[src/rtl/pp_pkg.sv]
// Shared types and constants of the permutation parity block.
package pp_pkg;

    // Fixed field widths.
    localparam int LEN_W  = 9;
    localparam int ELEM_W = 16;
    localparam int RES_W  = 2;

    // Result codes.
    localparam logic [RES_W-1:0] RES_EVEN    = 2'b01;
    localparam logic [RES_W-1:0] RES_ODD     = 2'b11;
    localparam logic [RES_W-1:0] RES_INVALID = 2'b00;

    // Result request from the sequencer to the output stage.
    typedef struct packed {
        logic             load;
        logic [RES_W-1:0] value;
    } res_req_t;

endpackage

[src/rtl/pp_ram.sv]
// Generic single-write, single-read RAM with registered read data.
module pp_ram #(
    parameter int WIDTH = 8,
    parameter int DEPTH = 256
) (
    input  logic                     clk,
    input  logic                     we,
    input  logic [$clog2(DEPTH)-1:0] waddr,
    input  logic [WIDTH-1:0]         wdata,
    input  logic [$clog2(DEPTH)-1:0] raddr,
    output logic [WIDTH-1:0]         rdata
);

    logic [WIDTH-1:0] mem [DEPTH];
    logic [WIDTH-1:0] rdata_reg;

    // Write port and registered read port; a read of an address written in
    // the same cycle returns the old data.
    always_ff @(posedge clk)
    begin
        if (we)
        begin
            mem[waddr] <= wdata;
        end
        rdata_reg <= mem[raddr];
    end

    assign rdata = rdata_reg;

endmodule

[src/rtl/pp_core.sv]
// Sequencer: loads elements into the stores, walks the cycles, clears flags.
module pp_core #(
    parameter int MAX_LENGTH = 256
) (
    input  logic                              clk,
    input  logic                              rst_n,
    input  logic                              cfg_wr_en,
    input  logic [pp_pkg::LEN_W-1:0]          cfg_wr_data,
    input  logic                              elem_valid,
    output logic                              elem_stall,
    input  logic [pp_pkg::ELEM_W-1:0]         element_value,
    output logic                              seen_we,
    output logic [$clog2(MAX_LENGTH)-1:0]     seen_waddr,
    output logic                              seen_wdata,
    output logic [$clog2(MAX_LENGTH)-1:0]     seen_raddr,
    input  logic                              seen_rdata,
    output logic                              perm_we,
    output logic [$clog2(MAX_LENGTH)-1:0]     perm_waddr,
    output logic [$clog2(MAX_LENGTH)-1:0]     perm_wdata,
    output logic [$clog2(MAX_LENGTH)-1:0]     perm_raddr,
    input  logic [$clog2(MAX_LENGTH)-1:0]     perm_rdata,
    output pp_pkg::res_req_t                  res_req,
    input  logic                              res_free
);

    localparam int AW = $clog2(MAX_LENGTH);
    localparam int CW = $clog2(MAX_LENGTH + 1);
    localparam int SW = ((CW > pp_pkg::ELEM_W) ? CW : pp_pkg::ELEM_W) + 2;
    localparam logic [AW-1:0] LAST_ADDR = AW'(MAX_LENGTH - 1);

    typedef enum logic [2:0] {
        ST_SWEEP,
        ST_LOAD,
        ST_CHECK,
        ST_SCAN,
        ST_TEST,
        ST_FOLLOW,
        ST_EMIT
    } state_t;

    state_t        state_reg,   state_next;
    logic [CW-1:0] n_reg,       n_next;
    logic [CW-1:0] count_reg,   count_next;
    logic          invalid_reg, invalid_next;
    logic          cyc_reg,     cyc_next;
    logic [AW-1:0] idx_reg,     idx_next;
    logic [AW-1:0] start_reg,   start_next;
    logic [AW-1:0] k_reg,       k_next;
    logic          kok_reg,     kok_next;

    logic [SW-1:0] elem_ext;
    logic [SW-1:0] n_ext;
    logic [SW-1:0] k_sum;
    logic          k_ok;
    logic [AW-1:0] last_idx;
    logic          bad;
    logic          store_ok;
    logic [CW-1:0] count_inc;
    logic [CW-1:0] n_cfg;

    // Fold a negative element into range and check it against the length.
    always_comb
    begin
        elem_ext = {{(SW - pp_pkg::ELEM_W){element_value[pp_pkg::ELEM_W-1]}}, element_value};
        n_ext    = {{(SW - CW){1'b0}}, n_reg};
        k_sum    = elem_ext + (element_value[pp_pkg::ELEM_W-1] ? n_ext : {SW{1'b0}});
        k_ok     = !k_sum[SW-1] && (k_sum < n_ext);
    end

    // Active length from a written register value: zero acts as one and
    // anything beyond the store depth is clamped to it.
    always_comb
    begin
        if (cfg_wr_data == '0)
        begin
            n_cfg = CW'(1);
        end
        else if (32'(cfg_wr_data) > MAX_LENGTH)
        begin
            n_cfg = CW'(MAX_LENGTH);
        end
        else
        begin
            n_cfg = CW'(cfg_wr_data);
        end
    end

    assign last_idx  = AW'(n_reg - CW'(1));
    assign count_inc = count_reg + CW'(1);
    assign bad       = !kok_reg || seen_rdata;
    assign store_ok  = (state_reg == ST_CHECK) && !bad;
    assign elem_stall = (state_reg != ST_LOAD);

    // Memory port steering.
    always_comb
    begin
        seen_we    = 1'b0;
        seen_waddr = idx_reg;
        seen_wdata = 1'b0;
        seen_raddr = idx_reg;
        perm_we    = store_ok;
        perm_waddr = count_reg[AW-1:0];
        perm_wdata = k_reg;
        perm_raddr = idx_reg;
        case (state_reg)
            ST_SWEEP:
            begin
                seen_we = 1'b1;
            end
            ST_LOAD:
            begin
                seen_raddr = k_sum[AW-1:0];
            end
            ST_CHECK:
            begin
                seen_we    = !bad;
                seen_waddr = k_reg;
                seen_wdata = 1'b1;
            end
            ST_TEST:
            begin
                seen_raddr = idx_reg + AW'(1);
                seen_we    = seen_rdata;
            end
            ST_FOLLOW:
            begin
                seen_we    = (perm_rdata != start_reg);
                seen_waddr = perm_rdata;
                perm_raddr = perm_rdata;
            end
            default:
            begin
                seen_we = 1'b0;
            end
        endcase
    end

    // Next-state logic.
    always_comb
    begin
        state_next   = state_reg;
        n_next       = n_reg;
        count_next   = count_reg;
        invalid_next = invalid_reg;
        cyc_next     = cyc_reg;
        idx_next     = idx_reg;
        start_next   = start_reg;
        k_next       = k_reg;
        kok_next     = kok_reg;
        res_req.load  = 1'b0;
        res_req.value = pp_pkg::RES_INVALID;

        case (state_reg)
            // Clear every seen flag, one entry a cycle.
            ST_SWEEP:
            begin
                idx_next = idx_reg + AW'(1);
                if (idx_reg == LAST_ADDR)
                begin
                    state_next = ST_LOAD;
                end
            end
            // Take one element request and look up its seen flag.
            ST_LOAD:
            begin
                if (elem_valid)
                begin
                    k_next     = k_sum[AW-1:0];
                    kok_next   = k_ok;
                    state_next = ST_CHECK;
                end
            end
            // Mark the element, count it, and close the permutation.
            ST_CHECK:
            begin
                invalid_next = invalid_reg | bad;
                if (count_inc == n_reg)
                begin
                    count_next = '0;
                    idx_next   = '0;
                    state_next = (invalid_reg | bad) ? ST_EMIT : ST_SCAN;
                end
                else
                begin
                    count_next = count_inc;
                    state_next = ST_LOAD;
                end
            end
            ST_SCAN:
            begin
                state_next = ST_TEST;
            end
            // A set flag opens a new cycle; a clear one moves to the next entry.
            ST_TEST:
            begin
                if (seen_rdata)
                begin
                    cyc_next   = !cyc_reg;
                    start_next = idx_reg;
                    state_next = ST_FOLLOW;
                end
                else if (idx_reg == last_idx)
                begin
                    state_next = ST_EMIT;
                end
                else
                begin
                    idx_next = idx_reg + AW'(1);
                end
            end
            // Follow the cycle through the store until it returns to its start.
            ST_FOLLOW:
            begin
                if (perm_rdata == start_reg)
                begin
                    if (idx_reg == last_idx)
                    begin
                        state_next = ST_EMIT;
                    end
                    else
                    begin
                        idx_next   = idx_reg + AW'(1);
                        state_next = ST_SCAN;
                    end
                end
            end
            // Hand the result to the output stage once it has room.
            ST_EMIT:
            begin
                if (res_free)
                begin
                    res_req.load = 1'b1;
                    if (invalid_reg)
                    begin
                        res_req.value = pp_pkg::RES_INVALID;
                        state_next    = ST_SWEEP;
                    end
                    else if (n_reg[0] ^ cyc_reg)
                    begin
                        res_req.value = pp_pkg::RES_ODD;
                        state_next    = ST_LOAD;
                    end
                    else
                    begin
                        res_req.value = pp_pkg::RES_EVEN;
                        state_next    = ST_LOAD;
                    end
                    idx_next     = '0;
                    invalid_next = 1'b0;
                    cyc_next     = 1'b0;
                end
            end
            default:
            begin
                state_next = ST_SWEEP;
                idx_next   = '0;
            end
        endcase

        // A length write drops the permutation in progress.
        if (cfg_wr_en)
        begin
            n_next       = n_cfg;
            count_next   = '0;
            invalid_next = 1'b0;
            cyc_next     = 1'b0;
            idx_next     = '0;
            state_next   = ST_SWEEP;
        end
    end

    // State and registers.
    always_ff @(posedge clk or negedge rst_n)
    begin
        if (!rst_n)
        begin
            state_reg   <= ST_SWEEP;
            n_reg       <= CW'(1);
            count_reg   <= '0;
            invalid_reg <= 1'b0;
            cyc_reg     <= 1'b0;
            idx_reg     <= '0;
        end
        else
        begin
            state_reg   <= state_next;
            n_reg       <= n_next;
            count_reg   <= count_next;
            invalid_reg <= invalid_next;
            cyc_reg     <= cyc_next;
            idx_reg     <= idx_next;
        end
    end

    // Payload registers.
    always_ff @(posedge clk)
    begin
        start_reg <= start_next;
        k_reg     <= k_next;
        kok_reg   <= kok_next;
    end

endmodule

[src/rtl/pp_out.sv]
// Output register that holds one result request until it is taken.
module pp_out (
    input  logic                      clk,
    input  logic                      rst_n,
    input  pp_pkg::res_req_t          res_req,
    output logic                      res_free,
    output logic                      result_valid,
    input  logic                      result_stall,
    output logic [pp_pkg::RES_W-1:0]  parity_result
);

    logic                     valid_reg, valid_next;
    logic [pp_pkg::RES_W-1:0] data_reg,  data_next;

    // The slot is free when empty or being taken in this cycle.
    assign res_free = !valid_reg || !result_stall;

    always_comb
    begin
        valid_next = valid_reg;
        data_next  = data_reg;
        if (res_req.load)
        begin
            valid_next = 1'b1;
            data_next  = res_req.value;
        end
        else if (!result_stall)
        begin
            valid_next = 1'b0;
        end
    end

    always_ff @(posedge clk or negedge rst_n)
    begin
        if (!rst_n)
        begin
            valid_reg <= 1'b0;
        end
        else
        begin
            valid_reg <= valid_next;
        end
    end

    always_ff @(posedge clk)
    begin
        data_reg <= data_next;
    end

    assign result_valid  = valid_reg;
    assign parity_result = data_reg;

endmodule

[src/rtl/permutation_parity.sv]
// Top level of the permutation parity block.
//
//   channel  direction  handshake               payload
//   element  in         elem_valid/elem_stall   element_value (16 bits, signed)
//   result   out        result_valid/result_stall parity_result (2 bits, result code)
//   config   in         cfg_wr_en               cfg_wr_data (9 bits)
//
// Loading an element reads the seen flag memory, then writes it; the next element
// is not taken before the write. After the last element, the cycle walk scans the
// seen flags and follows each cycle found through the permutation store.
// Reset, a length write and an invalid permutation start a clearing pass over
// every entry of the seen flag memory, during which no element is taken.
// A result waiting on result_stall holds the walk only when the next result is due.
module permutation_parity #(
    parameter int MAX_LENGTH = 256
) (
    input  logic                      clk,
    input  logic                      rst_n,
    input  logic                      cfg_wr_en,
    input  logic [pp_pkg::LEN_W-1:0]  cfg_wr_data,
    input  logic                      elem_valid,
    output logic                      elem_stall,
    input  logic [pp_pkg::ELEM_W-1:0] element_value,
    output logic                      result_valid,
    input  logic                      result_stall,
    output logic [pp_pkg::RES_W-1:0]  parity_result
);

    localparam int AW = $clog2(MAX_LENGTH);

    logic          seen_we;
    logic [AW-1:0] seen_waddr;
    logic          seen_wdata;
    logic [AW-1:0] seen_raddr;
    logic          seen_rdata;
    logic          perm_we;
    logic [AW-1:0] perm_waddr;
    logic [AW-1:0] perm_wdata;
    logic [AW-1:0] perm_raddr;
    logic [AW-1:0] perm_rdata;

    pp_pkg::res_req_t res_req;
    logic             res_free;

    // Sequencer.
    pp_core #(
        .MAX_LENGTH (MAX_LENGTH)
    ) u_core (
        .clk           (clk),
        .rst_n         (rst_n),
        .cfg_wr_en     (cfg_wr_en),
        .cfg_wr_data   (cfg_wr_data),
        .elem_valid    (elem_valid),
        .elem_stall    (elem_stall),
        .element_value (element_value),
        .seen_we       (seen_we),
        .seen_waddr    (seen_waddr),
        .seen_wdata    (seen_wdata),
        .seen_raddr    (seen_raddr),
        .seen_rdata    (seen_rdata),
        .perm_we       (perm_we),
        .perm_waddr    (perm_waddr),
        .perm_wdata    (perm_wdata),
        .perm_raddr    (perm_raddr),
        .perm_rdata    (perm_rdata),
        .res_req       (res_req),
        .res_free      (res_free)
    );

    // Seen flag memory, one bit per value.
    pp_ram #(
        .WIDTH (1),
        .DEPTH (MAX_LENGTH)
    ) u_seen_ram (
        .clk   (clk),
        .we    (seen_we),
        .waddr (seen_waddr),
        .wdata (seen_wdata),
        .raddr (seen_raddr),
        .rdata (seen_rdata)
    );

    // Permutation store, one element per position.
    pp_ram #(
        .WIDTH (AW),
        .DEPTH (MAX_LENGTH)
    ) u_perm_ram (
        .clk   (clk),
        .we    (perm_we),
        .waddr (perm_waddr),
        .wdata (perm_wdata),
        .raddr (perm_raddr),
        .rdata (perm_rdata)
    );

    // Output register.
    pp_out u_out (
        .clk           (clk),
        .rst_n         (rst_n),
        .res_req       (res_req),
        .res_free      (res_free),
        .result_valid  (result_valid),
        .result_stall  (result_stall),
        .parity_result (parity_result)
    );

endmodule

[config.mk]
export PLATFORM = sky130hd
export DESIGN_NAME = permutation_parity
export DESIGN_NICKNAME = d
export VERILOG_FILES = /design/src/rtl/pp_pkg.sv /design/src/rtl/pp_ram.sv /design/src/rtl/pp_core.sv /design/src/rtl/pp_out.sv /design/src/rtl/permutation_parity.sv
export SDC_FILE = /design/constraint.sdc
export NUM_CORES = 2
export LEC_CHECK = 0
export BUFFER_PORTS_ARGS = -buffer_cell sky130_fd_sc_hd__buf_2
export CAP_MARGIN = 5
export CORE_AREA = 2 2 484 486
export DETAILED_ROUTE_END_ITERATION = 6
export DIE_AREA = 0 0 486 488
export GPL_TIMING_DRIVEN = 0
export PLACE_DENSITY = 0.58
export SKIP_LAST_GASP = 1
export SLEW_MARGIN = 10
export SYNTH_ARGS = -nofsm -noshare
export SYNTH_HDL_FRONTEND = slang
export SYNTH_SLANG_ARGS = --single-unit
export TNS_END_PERCENT = 10
[constraint.sdc]
create_clock -name clk -period 12.9 [get_ports clk]
set_input_delay 2.58 -clock clk [delete_from_list [all_inputs] [get_ports clk]]
set_output_delay 2.58 -clock clk [all_outputs]
set_load 0.01 [all_outputs]
# Word-level counts from Yosys, hierarchy flattened
# Memories as Yosys holds them, arrays and structs flattened. A register that Yosys moved wholly into a read port is not among the register bits.
# Index checks and enable logic that the tools add are counted.
# totals
ff_bits,51
latch_bits,0
ram_bits,2304
romBits,0
in_bits,30
out_inout_bits,4
mem_count,2
# op_classes
addsub,4
mul,0
div,0
order_cmp,2
n_eq_ne,22
shift,0
mux,46
bitwise,4
reduce_logical,23
# memory_table
name,depth,width,rd,rd_clocked_by_memory_dff,wr,line_no,text
u_perm_ram.mem,256,8,1,1,1,pp_ram.sv:14,logic [WIDTH-1:0] mem [DEPTH];
u_seen_ram.mem,256,1,1,1,1,pp_ram.sv:14,
# ops
operator,n
2-to-1 mux 8 bit,7
2-to-1 mux 9 bit,6
one-hot mux 8 bit (6 select lines),1
2-to-1 mux 3 bit,12
one-hot mux 8 bit (2 select lines),2
one-hot mux 3 bit (7 select lines),1
adder 18 bit,1
less-than comparator 18 x 9 -> 1 bit,1
equality test 8 bit,2
2-to-1 mux 1 bit,12
"inequality test 3 bit, second input constant",4
AND reduction 5 bit,2
"adder 9 x 1 -> 9 bit, second input constant",1
"equality test 3 bit, second input constant",3
equality test 9 bit,1
"greater-than comparator 9 bit, second input constant",1
zero test 9 bit,1
"inequality test 3 x 2 -> 1 bit, second input constant",3
"adder 8 x 1 -> 8 bit, second input constant",1
"equality test 8 bit, second input constant",1
inequality test 8 bit,1
"subtractor 8 x 1 -> 8 bit, second input constant",1
"equality test 3 x 2 -> 1 bit, second input constant",2
zero test 1 bit,6
other kinds (19),28

# Logic depth before layout (Yosys ltp)
# depth
ltp_word,7
ltp_mapped,16

# Cells and area by module
# Synthesis repeated with hierarchy kept, for this count alone.
# hier_totals
cells_unflattened,5023
area_unflattened_um2,94804.7
# by_module_without_submodules
mod,n_inst,cells_each,area_per_inst_um2,seq_area_each_um2
pp_ram at u_perm_ram,1,3733,79556.3,61659.1
pp_ram at u_seen_ram,1,788,11128.2,7707.4
pp_core,1,497,4023.9,1287.5
pp_out,1,5,96.3,85.1

# Worst setup path after synthesis
# Ideal clock, no wire load.
# synth_path
kind,in2reg
from,in element_value[15] (netlist name)
to,"reg u_seen_ram.rdata_reg, in the netlist u_seen_ram.rdata, read port of u_seen_ram.mem"
setup_time_ns,0.134
arrival_ns,5.279
required_time_ns,12.766
slack_ns,7.487
cell_stages,12
n_path_buf,1
cell_sequence,clkbuf_1 > nand2_1 > inv_1 > ha_1 > a21o_1 > a21o_1 > a21o_1 > a2111oi_1 > nor2_1 > xor2_1 > a221oi_1 > mux4_2
# synth_between
elab_chain_cells,3
# synth_rtl
item,line_no,text
from (decl),permutation_parity.sv:23,"input logic [pp_pkg::ELEM_W-1:0] element_value,"
2-to-1 mux 9 bit,pp_core.sv:66,k_sum = elem_ext + (element_value[pp_pkg::ELEM_W-1] ? n_ext : {SW{1'b0}});
adder 18 bit,pp_core.sv:66,
named net u_core.k_sum[7],pp_core.sv:53,logic [SW-1:0] k_sum;
one-hot mux 8 bit (2 select lines),pp_core.sv:105,case (state_reg)
to (decl),pp_ram.sv:15,logic [WIDTH-1:0] rdata_reg;
# The timed path passes the listed nets, and every way through them passes these cells.
# A chain may end at the register's enable or synchronous reset.

# Final worst setup path
# Same ends and word-level chain as after synthesis.

==> summary.txt <==
Outcome
  • Status: complete, but fails checks
  • Failing checks: capacitance limit, slew limit

Floorplanning
  • Row count: 177
  • Die height: 488 um
  • Core ar.: 0.2319 sq mm
  • Ports: 34
  • Die width: 486 um
  • Initial Utilization: 41.75%
  • Die area: 0.2372 sq mm

Placed design
  • Routability cong.: 0.9915
  • HPWL after detailed placement: 260700 um
  • Post-place setup slack: 5.295 ns
  • PortBufs: 32

Layout
  • Final #Nets: 7638
  • Post-Route Utilization: 47.97%
  • Top flop regs: u_perm_ram.mem: 2048 flops, u_seen_ram.mem: 256 flops
  • Ratio of cells with drive above 1 in the final layout: 11.19%
  • Max reg flops: 2048
  • Top reg by flops: u_perm_ram.mem
  • Area grow syn2layout: 14.90%

Yosys
  • Avg Cell Area, Syn: 13.49 sq um
  • Post-synth EDFFs: 2323
  • Cell taking the most area after synthesis: edfxtp_1
  • Most frequent cell after synthesis: edfxtp_1
  • Top post-synthesis cells by area: edfxtp_1, nand2_1, mux2i_1, nand3_1, a32oi_1
  • Synthesized cell area: 0.09681 sq mm
  • Synth Instances: 7178
  • Register area share after synthesis: 73.07%
  • Flop and latch count out of synthesis: 2364
  • Ys async rst share: 1.354%
  • Post-synthesis cell type count: 79
  • Most frequent cells after synthesis: edfxtp_1, nand2_1, nand3_1
  • Syn nets: 7232
  • Synth Warn #: 0
  • Top-area cell type share of the netlist area: 72.06%
  • Top_reg_cell synth: edfxtp_1

Timing
  • Pins Over Slew Limit: 13
  • RSZ-0062 raised after global routing: no
  • Final count of negative-setup-slack endpoints: 0
  • Tightest Pin Transition: 1.846 ns
  • Sum of negative setup slack: 0 ns
  • FMAX: 146.9 MHz
  • Final-report hold violation count: 0
  • Final Cycle Share: 52.77%
  • Post-route minimum period: 6.807 ns
  • Relative slew slack: -24.18%
  • Clk_skew: 0.06423 ns
  • Worst Slack Setup Final: 6.093 ns

Drt
  • ANT nets after route: 0
  • Drt wl/cell: 33.62 um
  • Drt via density: 6.303
  • Detailed Route WL: 364700 um
  • DRT iter0 DRCs: 12.03k
  • TritonRoute pass-1 iters: 7
  • Drt drc: 0
  • Total number of vias: 68.37k

Global route
  • First-pass GRT wire length: 495400 um
  • GR Util met2: 44.41%
  • Busiest grt layer: met2
  • GRT met1 Usage: 40.05%
  • Initial antenna violation count: 30
  • Total grt overflow: 0
  • Pin count of the biggest net entering global routing: 137
  • Number of global-route vias before repair: 63.32k
  • Total track usage: 29.99%
  • Global-route met3 utilization: 10.33%

Clock network
  • Worst-case clock buffer depth: 3
  • Post-cts hold buffer count: 0
  • Num CTS Buffers: 238
  • Post-CTS setup buffer count: 0
  • CTS Sinks: 2364
  • Post-CTS sizing: 0
  • Worst-Skew Late Latency: 0.92 ns
  • CTS tree: built
  • CTS root buf: clkbuf_16
  • Reg clk slew, reported paths: 0.06 ns
  • Htree depth: 4

Critical path
  • R2r setup slk: 6.47 ns
  • Startpoint Class: input port
  • Setup Crit Path Kind: in -> reg
  • CP endpoint kind: flip-flop
  • Worst endpoint required time: 13.74 ns
  • Worst EP arrival: 7.65 ns
  • Crit Path Max Fanout: 10

Flow run
  • Number of max-cap violations: 2

Worst hold path
  • HP Class: reg -> reg

Pwr
  • P_leak: 0.03815 uW
  • Power Density: 147.3 mW/mm^2
  • VDD IR max: 0.0001625 V
critical path, cell delays in order:
cell      delay, ns
buf_2          0.10
clkbuf_1       0.37
and2_1         0.21
ha_1           0.16
inv_1          0.06
fa_1           0.43
xnor2_1        0.59
nand2_1        0.14
and3_1         0.20
a21oi_1        0.79
clkbuf_1       0.72
nand3_1        0.25
nand4_1        0.18
mux2i_1        0.13
mux2i_1        0.37
mux4_2         0.34
placed cells by master (no fill, tap or decap), types with 29 or more instances in the layout:
cell,n
edfxtp_1,2323
nand2_1,1432
nand3_1,670
nor2_1,571
mux2i_1,366
a32oi_1,353
buf_2,272
clkbuf_16,240
clkbuf_1,232
nand4_1,179
o21ai_0,163
a21oi_1,107
buf_4,68
clkinv_1,68
buf_16,68
buf_8,61
a31oi_1,58
and3_1,58
clkinv_2,38
nor4_1,36
dfrtp_1,31
inv_1,29
layer usage:
metal	vias up	part of all wire [%]
met3	834	14
met4	14	4.9
met5	-	0.070
met2	4955	43
met1	34695	38
li1	27872	-
metrics by stage:
step	power [uW]	cell area, sq um	std cells	hold slack [ns]
6_report	16380	111200	10848	0.4555
5_1_grt	16680	111200	10836	0.4679
4_1_cts	16320	111200	10832	0.4526
3_5_place_dp	9747	103700	10386	0.4289
3_3_place_gp	9728	100800	10253	0.4344
2_1_floorplan	9122	96810	7178	0.4196
where the power goes:
group          total (uW)  internal (uW)  switching (uW)
combinational        1330            329             999
sequential           8330           8310            13.7
clock                6730           3680            3050
total               16400          12300            4060
cell type report:
class | count | area, sq um
sequential | 2364 | 70740
tap | 3043 | 3807
inverter | 31 | 116.4
multi-input combinational | 4261 | 23370
clock inverter | 139 | 1179
buffer | 522 | 2753
clock buffer | 307 | 6257
antenna | 15 | 37.54
fill | 20092 | 120600
timing repair buffer | 166 | 2969
path summary, 6_finish.rpt:
| path | from | endpoint | cells after the start |
|---|---|---|---|
| min reg2reg | u_core.idx_reg[5] | u_core.start_reg[5] | 0 |
| max in group asynchronous | rst_n | u_core.idx_reg[4] | 1 |
| max reg2reg | u_core.idx_reg[1] | u_perm_ram.rdata[5] | 11 |
| max | element_value[15] | u_seen_ram.rdata | 16 |
| min | u_core.idx_reg[5] | u_core.start_reg[5] | 0 |
| min in group asynchronous | rst_n | u_core.count_reg[5] | 1 |
kinds of logic (layout without fill, tap and decap cells):
| logic type | count (synthesis) | count (layout) | synth area share, % |
|---|---|---|---|
| compound gates | 785 | 785 | 5.813 |
| fa+ha+maj | 24 | 24 | 0.3179 |
| xor+xnor | 41 | 41 | 0.3787 |
| other cells | 0 | 15 | 0 |
| flops | 2364 | 2364 | 73.07 |
| mux | 368 | 368 | 3.819 |
| buf+inv | 553 | 1165 | 2.920 |
| simple gates | 3043 | 3043 | 13.68 |
Power figures use the tool's default switching activity.
